File: src/design/uct_pkg.sv
// shared types and constants for the utf-8 character-class tokenizer
// no dependencies; used by every module of the block by scoped names
package uct_pkg;

	// token kind codes, as carried on the result port
	typedef enum logic [1:0] {
		KIND_SPACE  = 2'd0,
		KIND_SYMBOL = 2'd1,
		KIND_NUMBER = 2'd2,
		KIND_WORD   = 2'd3
	} kind_t;

	// decimal point code after reset ('.')
	localparam logic [6:0] DEFAULT_POINT = 7'd46;

	// byte classes for the front-end decode
	localparam logic [7:0] BLANK_TOP = 8'd32;
	localparam logic [7:0] DEL_CODE  = 8'd127;

	// one classified byte, passed from front end to back end
	typedef struct packed {
		logic       is_ascii;   // byte below 0x80
		logic       is_cont;    // byte is 10xxxxxx
		logic [1:0] lead_owe;   // continuation bytes a lead byte asks for
		kind_t      cls;        // ascii class, valid when is_ascii
		logic       is_point;   // byte is the decimal point code and a symbol
		logic       eot;        // last byte of the text
	} item_t;

endpackage

File: src/design/uct_front.sv
// front end: decimal point register and per-byte classification
// depends on uct_pkg
module uct_front (
	input  logic              clk,
	input  logic              arst_n,
	input  logic              cfg_valid,
	output logic              cfg_ready,
	input  logic [6:0]        cfg_data,
	input  logic [7:0]        text_byte,
	input  logic              end_of_text,
	output uct_pkg::item_t    item
);

	logic [6:0]     point_q;
	uct_pkg::kind_t cls;

	// configuration register, always ready
	assign cfg_ready = 1'b1;

	always_ff @(posedge clk or negedge arst_n) begin
		if (!arst_n) begin
			point_q <= uct_pkg::DEFAULT_POINT;
		end else if (cfg_valid) begin
			point_q <= cfg_data;
		end
	end

	// ascii character class
	always_comb begin
		if (text_byte <= uct_pkg::BLANK_TOP || text_byte == uct_pkg::DEL_CODE) begin
			cls = uct_pkg::KIND_SPACE;
		end else if (text_byte >= 8'd48 && text_byte <= 8'd57) begin
			cls = uct_pkg::KIND_NUMBER;
		end else if ((text_byte >= 8'd65 && text_byte <= 8'd90) ||
		             (text_byte >= 8'd97 && text_byte <= 8'd122)) begin
			cls = uct_pkg::KIND_WORD;
		end else begin
			cls = uct_pkg::KIND_SYMBOL;
		end
	end

	// utf-8 lead byte decode and item assembly
	always_comb begin
		item          = '0;
		item.is_ascii = ~text_byte[7];
		item.is_cont  = (text_byte[7:6] == 2'b10);
		item.cls      = cls;
		item.is_point = ~text_byte[7] && (text_byte[6:0] == point_q) &&
		                (cls == uct_pkg::KIND_SYMBOL);
		item.eot      = end_of_text;
		if (text_byte[7:5] == 3'b110) begin
			item.lead_owe = 2'd1;
		end else if (text_byte[7:4] == 4'b1110) begin
			item.lead_owe = 2'd2;
		end else if (text_byte[7:3] == 5'b11110) begin
			item.lead_owe = 2'd3;
		end else begin
			item.lead_owe = 2'd0;
		end
	end

endmodule

File: src/design/uct_queue.sv
// short fifo of classified bytes between front end and back end
// depends on uct_pkg
module uct_queue #(
	parameter int DEPTH = 2
) (
	input  logic           clk,
	input  logic           arst_n,
	input  logic           push,
	input  uct_pkg::item_t push_item,
	output logic           full,
	input  logic           pop,
	output logic           not_empty,
	output uct_pkg::item_t head_item
);

	localparam int PW = (DEPTH > 1) ? $clog2(DEPTH) : 1;
	localparam int CW = $clog2(DEPTH + 1);

	uct_pkg::item_t  slot_q [DEPTH];
	logic [PW-1:0]   wr_ptr_q;
	logic [PW-1:0]   rd_ptr_q;
	logic [CW-1:0]   count_q;

	assign full      = (count_q == CW'(DEPTH));
	assign not_empty = (count_q != '0);
	assign head_item = slot_q[rd_ptr_q];

	// pointer and fill count
	always_ff @(posedge clk or negedge arst_n) begin
		if (!arst_n) begin
			wr_ptr_q <= '0;
			rd_ptr_q <= '0;
			count_q  <= '0;
		end else begin
			if (push) begin
				wr_ptr_q <= (wr_ptr_q == PW'(DEPTH - 1)) ? '0 : wr_ptr_q + 1'b1;
			end
			if (pop) begin
				rd_ptr_q <= (rd_ptr_q == PW'(DEPTH - 1)) ? '0 : rd_ptr_q + 1'b1;
			end
			if (push && !pop) begin
				count_q <= count_q + 1'b1;
			end else if (pop && !push) begin
				count_q <= count_q - 1'b1;
			end
		end
	end

	// payload slots
	always_ff @(posedge clk) begin
		if (push) begin
			slot_q[wr_ptr_q] <= push_item;
		end
	end

endmodule

File: src/design/uct_back.sv
// back end: token run state, boundary marks and the result register
// depends on uct_pkg
module uct_back (
	input  logic           clk,
	input  logic           arst_n,
	input  logic           item_valid,
	input  uct_pkg::item_t item,
	output logic           item_take,
	output logic           out_valid,
	input  logic           out_ready,
	output logic [1:0]     token_kind,
	output logic           starts_token,
	output logic           truncated_char
);

	uct_pkg::kind_t open_kind_q, open_kind_d;
	logic           token_open_q, token_open_d;
	logic           point_seen_q, point_seen_d;
	logic [1:0]     cont_left_q, cont_left_d;
	uct_pkg::kind_t kind_d;
	logic           start_d;
	logic           trunc_d;
	logic           merges;

	logic           out_valid_q;
	uct_pkg::kind_t kind_q;
	logic           start_q;
	logic           trunc_q;

	// take a beat when the result register is free or being drained
	assign item_take = item_valid && (!out_valid_q || out_ready);

	assign merges = token_open_q && (open_kind_q != uct_pkg::KIND_SYMBOL);

	// run merge and continuation tracking
	always_comb begin
		open_kind_d  = open_kind_q;
		token_open_d = token_open_q;
		point_seen_d = point_seen_q;
		cont_left_d  = cont_left_q;
		kind_d       = uct_pkg::KIND_SYMBOL;
		start_d      = 1'b1;
		trunc_d      = 1'b0;
		if (cont_left_q != 2'd0 && item.is_cont) begin
			// owed continuation byte stays with its character
			kind_d      = uct_pkg::KIND_SYMBOL;
			start_d     = 1'b0;
			cont_left_d = cont_left_q - 2'd1;
		end else if (!item.is_ascii) begin
			// lead, stray or invalid byte opens a symbol token
			kind_d       = uct_pkg::KIND_SYMBOL;
			start_d      = 1'b1;
			cont_left_d  = item.lead_owe;
			open_kind_d  = uct_pkg::KIND_SYMBOL;
			token_open_d = 1'b1;
			point_seen_d = 1'b0;
		end else begin
			cont_left_d = 2'd0;
			if (merges && item.cls == open_kind_q) begin
				kind_d  = item.cls;
				start_d = 1'b0;
			end else if (merges && open_kind_q == uct_pkg::KIND_NUMBER &&
			             item.is_point && !point_seen_q) begin
				kind_d       = uct_pkg::KIND_NUMBER;
				start_d      = 1'b0;
				point_seen_d = 1'b1;
			end else begin
				kind_d       = item.cls;
				start_d      = 1'b1;
				open_kind_d  = item.cls;
				token_open_d = 1'b1;
				point_seen_d = 1'b0;
			end
		end
		// end of text closes everything
		if (item.eot) begin
			trunc_d      = (cont_left_d != 2'd0);
			open_kind_d  = uct_pkg::KIND_SPACE;
			token_open_d = 1'b0;
			point_seen_d = 1'b0;
			cont_left_d  = 2'd0;
		end
	end

	// tokenizer state
	always_ff @(posedge clk or negedge arst_n) begin
		if (!arst_n) begin
			open_kind_q  <= uct_pkg::KIND_SPACE;
			token_open_q <= 1'b0;
			point_seen_q <= 1'b0;
			cont_left_q  <= 2'd0;
		end else if (item_take) begin
			open_kind_q  <= open_kind_d;
			token_open_q <= token_open_d;
			point_seen_q <= point_seen_d;
			cont_left_q  <= cont_left_d;
		end
	end

	// result register valid
	always_ff @(posedge clk or negedge arst_n) begin
		if (!arst_n) begin
			out_valid_q <= 1'b0;
		end else if (item_take) begin
			out_valid_q <= 1'b1;
		end else if (out_ready) begin
			out_valid_q <= 1'b0;
		end
	end

	// result payload
	always_ff @(posedge clk) begin
		if (item_take) begin
			kind_q  <= kind_d;
			start_q <= start_d;
			trunc_q <= trunc_d;
		end
	end

	assign out_valid      = out_valid_q;
	assign token_kind     = kind_q;
	assign starts_token   = start_q;
	assign truncated_char = trunc_q;

endmodule

File: src/design/utf8_char_class_tokenizer.sv
// top level of the utf-8 character-class tokenizer
// depends on uct_pkg, uct_front, uct_queue, uct_back
//
// Takes one text byte per beat and returns one result beat per byte: the kind of
// token the byte belongs to, a start-of-token mark, and on the last byte of a text
// a flag when a multi-byte character was left unfinished. Sustained rate is one
// byte per clock while out_ready stays high and QUEUE_DEPTH is at least 2; a byte
// is registered in the fifo and then in the result register before it is output.
// The front end classifies each byte and writes it into a QUEUE_DEPTH-entry fifo;
// the back end holds the run state, updated once per byte taken from the fifo,
// and a result register. Input ready drops only when the fifo is full, so the two
// sides stall independently. The decimal point register may be written only while
// no byte is in flight.
module utf8_char_class_tokenizer #(
	parameter int QUEUE_DEPTH = 2
) (
	input  logic       clk,
	input  logic       arst_n,
	input  logic       cfg_valid,
	output logic       cfg_ready,
	input  logic [6:0] cfg_data,
	input  logic       in_valid,
	output logic       in_ready,
	input  logic [7:0] text_byte,
	input  logic       end_of_text,
	output logic       out_valid,
	input  logic       out_ready,
	output logic [1:0] token_kind,
	output logic       starts_token,
	output logic       truncated_char
);

	uct_pkg::item_t front_item;
	uct_pkg::item_t head_item;
	logic           q_full;
	logic           q_not_empty;
	logic           q_pop;

	assign in_ready = !q_full;

	// byte classification and configuration
	uct_front u_front (
		.clk         (clk),
		.arst_n      (arst_n),
		.cfg_valid   (cfg_valid),
		.cfg_ready   (cfg_ready),
		.cfg_data    (cfg_data),
		.text_byte   (text_byte),
		.end_of_text (end_of_text),
		.item        (front_item)
	);

	// decoupling fifo
	uct_queue #(
		.DEPTH (QUEUE_DEPTH)
	) u_queue (
		.clk       (clk),
		.arst_n    (arst_n),
		.push      (in_valid && !q_full),
		.push_item (front_item),
		.full      (q_full),
		.pop       (q_pop),
		.not_empty (q_not_empty),
		.head_item (head_item)
	);

	// token state and result register
	uct_back u_back (
		.clk            (clk),
		.arst_n         (arst_n),
		.item_valid     (q_not_empty),
		.item           (head_item),
		.item_take      (q_pop),
		.out_valid      (out_valid),
		.out_ready      (out_ready),
		.token_kind     (token_kind),
		.starts_token   (starts_token),
		.truncated_char (truncated_char)
	);

endmodule
File: config.mk
export PLATFORM = sky130hd
export DESIGN_NAME = utf8_char_class_tokenizer
export DESIGN_NICKNAME = d
export VERILOG_FILES = /design/src/design/uct_pkg.sv /design/src/design/uct_front.sv /design/src/design/uct_queue.sv /design/src/design/uct_back.sv /design/src/design/utf8_char_class_tokenizer.sv
export SDC_FILE = /design/constraint.sdc
export NUM_CORES = 1
export LEC_CHECK = 0
export ABC_CLOCK_PERIOD_IN_PS = 2200
export BUFFER_PORTS_ARGS = -buffer_cell sky130_fd_sc_hd__buf_4
export CAP_MARGIN = 20
export CORE_MARGIN = 8
export CORE_UTILIZATION = 40
export CTS_BUF_LIST = sky130_fd_sc_hd__clkbuf_2
export CTS_CLUSTER_SIZE = 10
export DETAILED_ROUTE_END_ITERATION = 8
export PLACE_DENSITY = 0.67
export SLEW_MARGIN = 20
export SYNTH_ARGS = -nofsm -noshare
export SYNTH_HDL_FRONTEND = slang
export SYNTH_SLANG_ARGS = --single-unit
File: constraint.sdc
create_clock -name clk -period 2.2 [get_ports clk]
set_input_delay 0.22 -clock clk [delete_from_list [all_inputs] [get_ports clk]]
set_output_delay 0.22 -clock clk [all_outputs]
set_load 0.02 [all_outputs]
==> qor.csv <==
stage;metric;value;unit
final_layout;fin_area;2150;um^2
worst_setup_path;cp.arrival;2.22;ns
placed_design;gp_congestion;0.811;
timing;worstMarginPinSlew;0.723;ns
power;power_leakage;0.838;nW
final_layout;layout-drive-gt1-share;30.4;%
hold_path;min_path_type;primary input to register;
cts;clock_latency;0.39;ns
final_layout;num-nets-final;206;
floorplanning;start_util;41.8;%
final_layout;fill_cells;408;
detailed_routing;drtIter0Drc;36;
worst_setup_path;crit_start;u_queue.rd_ptr_q;
synthesis;synth_fp_nets;173;
timing;tns;0;ns
detailed_routing;dr.pass1.iters;4;
power;total_power;2.35;mW
cts;clk_pin_slew_worst_paths;0.20;ns
hold_path;hold_depth;3;
power;p_per_area;1090;nW/um^2
global_route;grt_max_degree;19;
synthesis;yosys_warnings;0;
cts;clkSinkCount;38;
timing;whs;0.0562;ns
timing;fmax;0.523;GHz
floorplanning;rows;24;
global_route;antenna_found_initial;0;
worst_setup_path;cp-end-kind;register;
synthesis;synth-seq-cells;38;
final_layout;stdcell_count;236;
synthesis;synth.area.top_cells;edfxtp_1 (33%), dfrtp_1 (19%), mux2_2 (7.3%);
worst_setup_path;rrSetupSlack;0.29;ns
power;ir_drop;0.444;mV
floorplanning;dieWidth;83.9;um
worst_setup_path;crit_slowest_cell;dfrtp_1;
worst_setup_path;max_stage_delay;0.53;ns
floorplanning;core;4410;um^2
detailed_routing;routed_wl;3.53;mm
synthesis;synth_cell_types;40;
synthesis;postSynthAreaPerCell;12.3;um^2
flow_run;cap_violations;0;
worst_setup_path;worstPathCellList;buf_4 > mux2i_1 > or2_2 > o21ai_1 > nand2b_1 > o32ai_1;
cts;cts_tree;yes;
final_layout;syn_to_final_growth;16.8;%
placed_design;post-place-ws;0.307;ns
detailed_routing;vias;1250;
synthesis;netlist_area;1840;um^2
final_layout;utilization;48.8;%
timing;maxSlewViolCount;0;
floorplanning;dieArea;7040;um^2
worst_setup_path;cp_max_fo;6;
timing;final_hold_viol_count;0;
timing;setup_violations;0;
placed_design;numPlacedInstances;226;
synthesis;synthFlopType;edfxtp_1;
placed_design;dpl.hpwl;2.76;mm
synthesis;synth_edf_count;20;
floorplanning;dieHeight;83.9;um
final_layout;antenna_cells;0;
synthesis;async_flop_share;47.4;%
timing;finClkSkew;0.0193;ns
worst_setup_path;path_class;register to register;
synthesis;seq_area_frac_synth;57.3;%
worst_setup_path;rr_startpoint;u_queue.rd_ptr_q;
detailed_routing;wl_per_cell;14.9;um
global_route;gr-usage-all-layers;10.2;%
detailed_routing;drtAntennaViolNets;0;
timing;setup_ws;0.287;ns
floorplanning;num_io_pins;28;
hold_path;worstHoldStart;out_ready;
global_route;grt_pass1_wl;5.90;mm
cts;ctsHtreeMaxLevel;2;
cts;cts_buffers;5;
synthesis;synth.most_common_cell;edfxtp_1;
synthesis;synth.largest_area_cell;edfxtp_1;
worst_setup_path;worst_ep_required_time;2.51;ns
outcome;status;finished clean;
timing;period_share;86.9;%
cts;cts_buffer_depth;2;
global_route;grt_pass1_vias;1353;
detailed_routing;viasPerCell;5.30;
worst_setup_path;cp-start-kind;register;
synthesis;synth_top_area_share;32.6;%
timing;period_minus_slack;1.91;ns
timing;rsz0062_at_grt;false;
detailed_routing;drcViolationCount;0;
cts;root_buffer;clkbuf_2;
synthesis;synth_common_cells;edfxtp_1 (20), dfrtp_1 (14), mux2_2 (12);
worst_setup_path;r2r.worst_path.cells;6;
synthesis;syn_inst;150;
placed_design;io_buffers;26;
global_route;gr-total-overflow;0;
worst_setup_path;worstReg2RegEnd;u_back.open_kind_q[1];
placed_design;post_dp_cell_area;2090;um^2
hold_path;hold_end;u_back.out_valid;
timing;slew_headroom;51.6;%
-- cell type report --
cell class	instances	area [um^2]	share of cell area, %
clock buffers	5	25.0	1.16
clock inverters	3	16.3	0.755
inverters	6	22.5	1.05
multi-input cells	102	739	34.3
flip-flops and latches	38	1060	49.0
well taps	52	65.1	3.02
repair buffers	30	230	10.7
-- logic make-up after synthesis --
group | synth area share (%)
compound gates | 10.2
xor+xnor | 6.17
fa+ha+maj | 1.36
buf+inv | 2.65
flops | 57.3
mux | 10.2
other cells | 0.203
simple gates | 11.9
-- sequential cells by signal, indices dropped and copies added, names as in the netlist --
register               cells
u_back.cont_left_q         2
u_back.open_kind_q         2
u_back.out_valid           1
u_back.point_seen_q        1
u_back.starts_token        1
u_back.token_kind          2
u_back.token_open_q        1
u_back.truncated_char      1
u_front.point_q            7
u_queue.count_q            2
u_queue.rd_ptr_q           1
u_queue.slot_q            16
u_queue.wr_ptr_q           1
-- worst max-delay path by stage --
stage | endpoint | slack [ns]
6_report | u_back.open_kind_q[1] | 0.29
5_1_grt | u_back.open_kind_q[1] | 0.14
4_1_cts | u_back.open_kind_q[1] | 0.27
3_5_place_dp | u_back.open_kind_q[1] | 0.31
3_3_place_gp | u_back.token_kind[1] | 0.38
2_1_floorplan | u_back.token_kind[1] | 0.45
-- timing repair --
action                                 4_1_cts  5_1_grt
resized for setup                            0        0
endpoints found under the hold margin       20        0
hold buffers                                 2        0
buffers inserted                             0        0
-- cells in the final DEF (no fill, tap or decap), types with 2 or more instances in the layout --
master,count
a21oi_1,5
and4_1,2
buf_4,28
clkbuf_2,5
dfrtp_1,14
dfstp_2,4
dlygate4sd3_1,2
edfxtp_1,20
ha_1,2
inv_1,6
mux2_2,12
mux2i_1,4
nand2_1,10
nand2b_1,5
nand4_1,5
nor2_1,9
o211ai_1,4
o21ai_0,10
o21ai_1,2
xnor2_1,11
xor2_1,2
-- critical path: cells and delay by family (launching register included) --
family | cells | cell delay (ns)
AOI/OAI and AO/OA | 2 | 0.36
and+or+nand+nor | 2 | 0.41
DFF | 1 | 0.53
muxes | 1 | 0.33
buffers and inverters | 1 | 0.20
-- metal layers --
layer	wire length, um	track usage (%)
met1	1450	10.2
met2	1760	17.7
met3	232	4.69
met4	84	4.71
met5	0	0
-- report_power, final --
part / switching, mW / internal [mW] / total, mW / leakage [nW]
sequential: 0.136 / 0.988 / 1.12 / 0.397
combinational: 0.498 / 0.422 / 0.919 / 0.415
clock: 0.230 / 0.0724 / 0.303 / 0.0264
total: 0.864 / 1.48 / 2.35 / 0.838
Note: power is estimated with default switching activity, not from simulation.
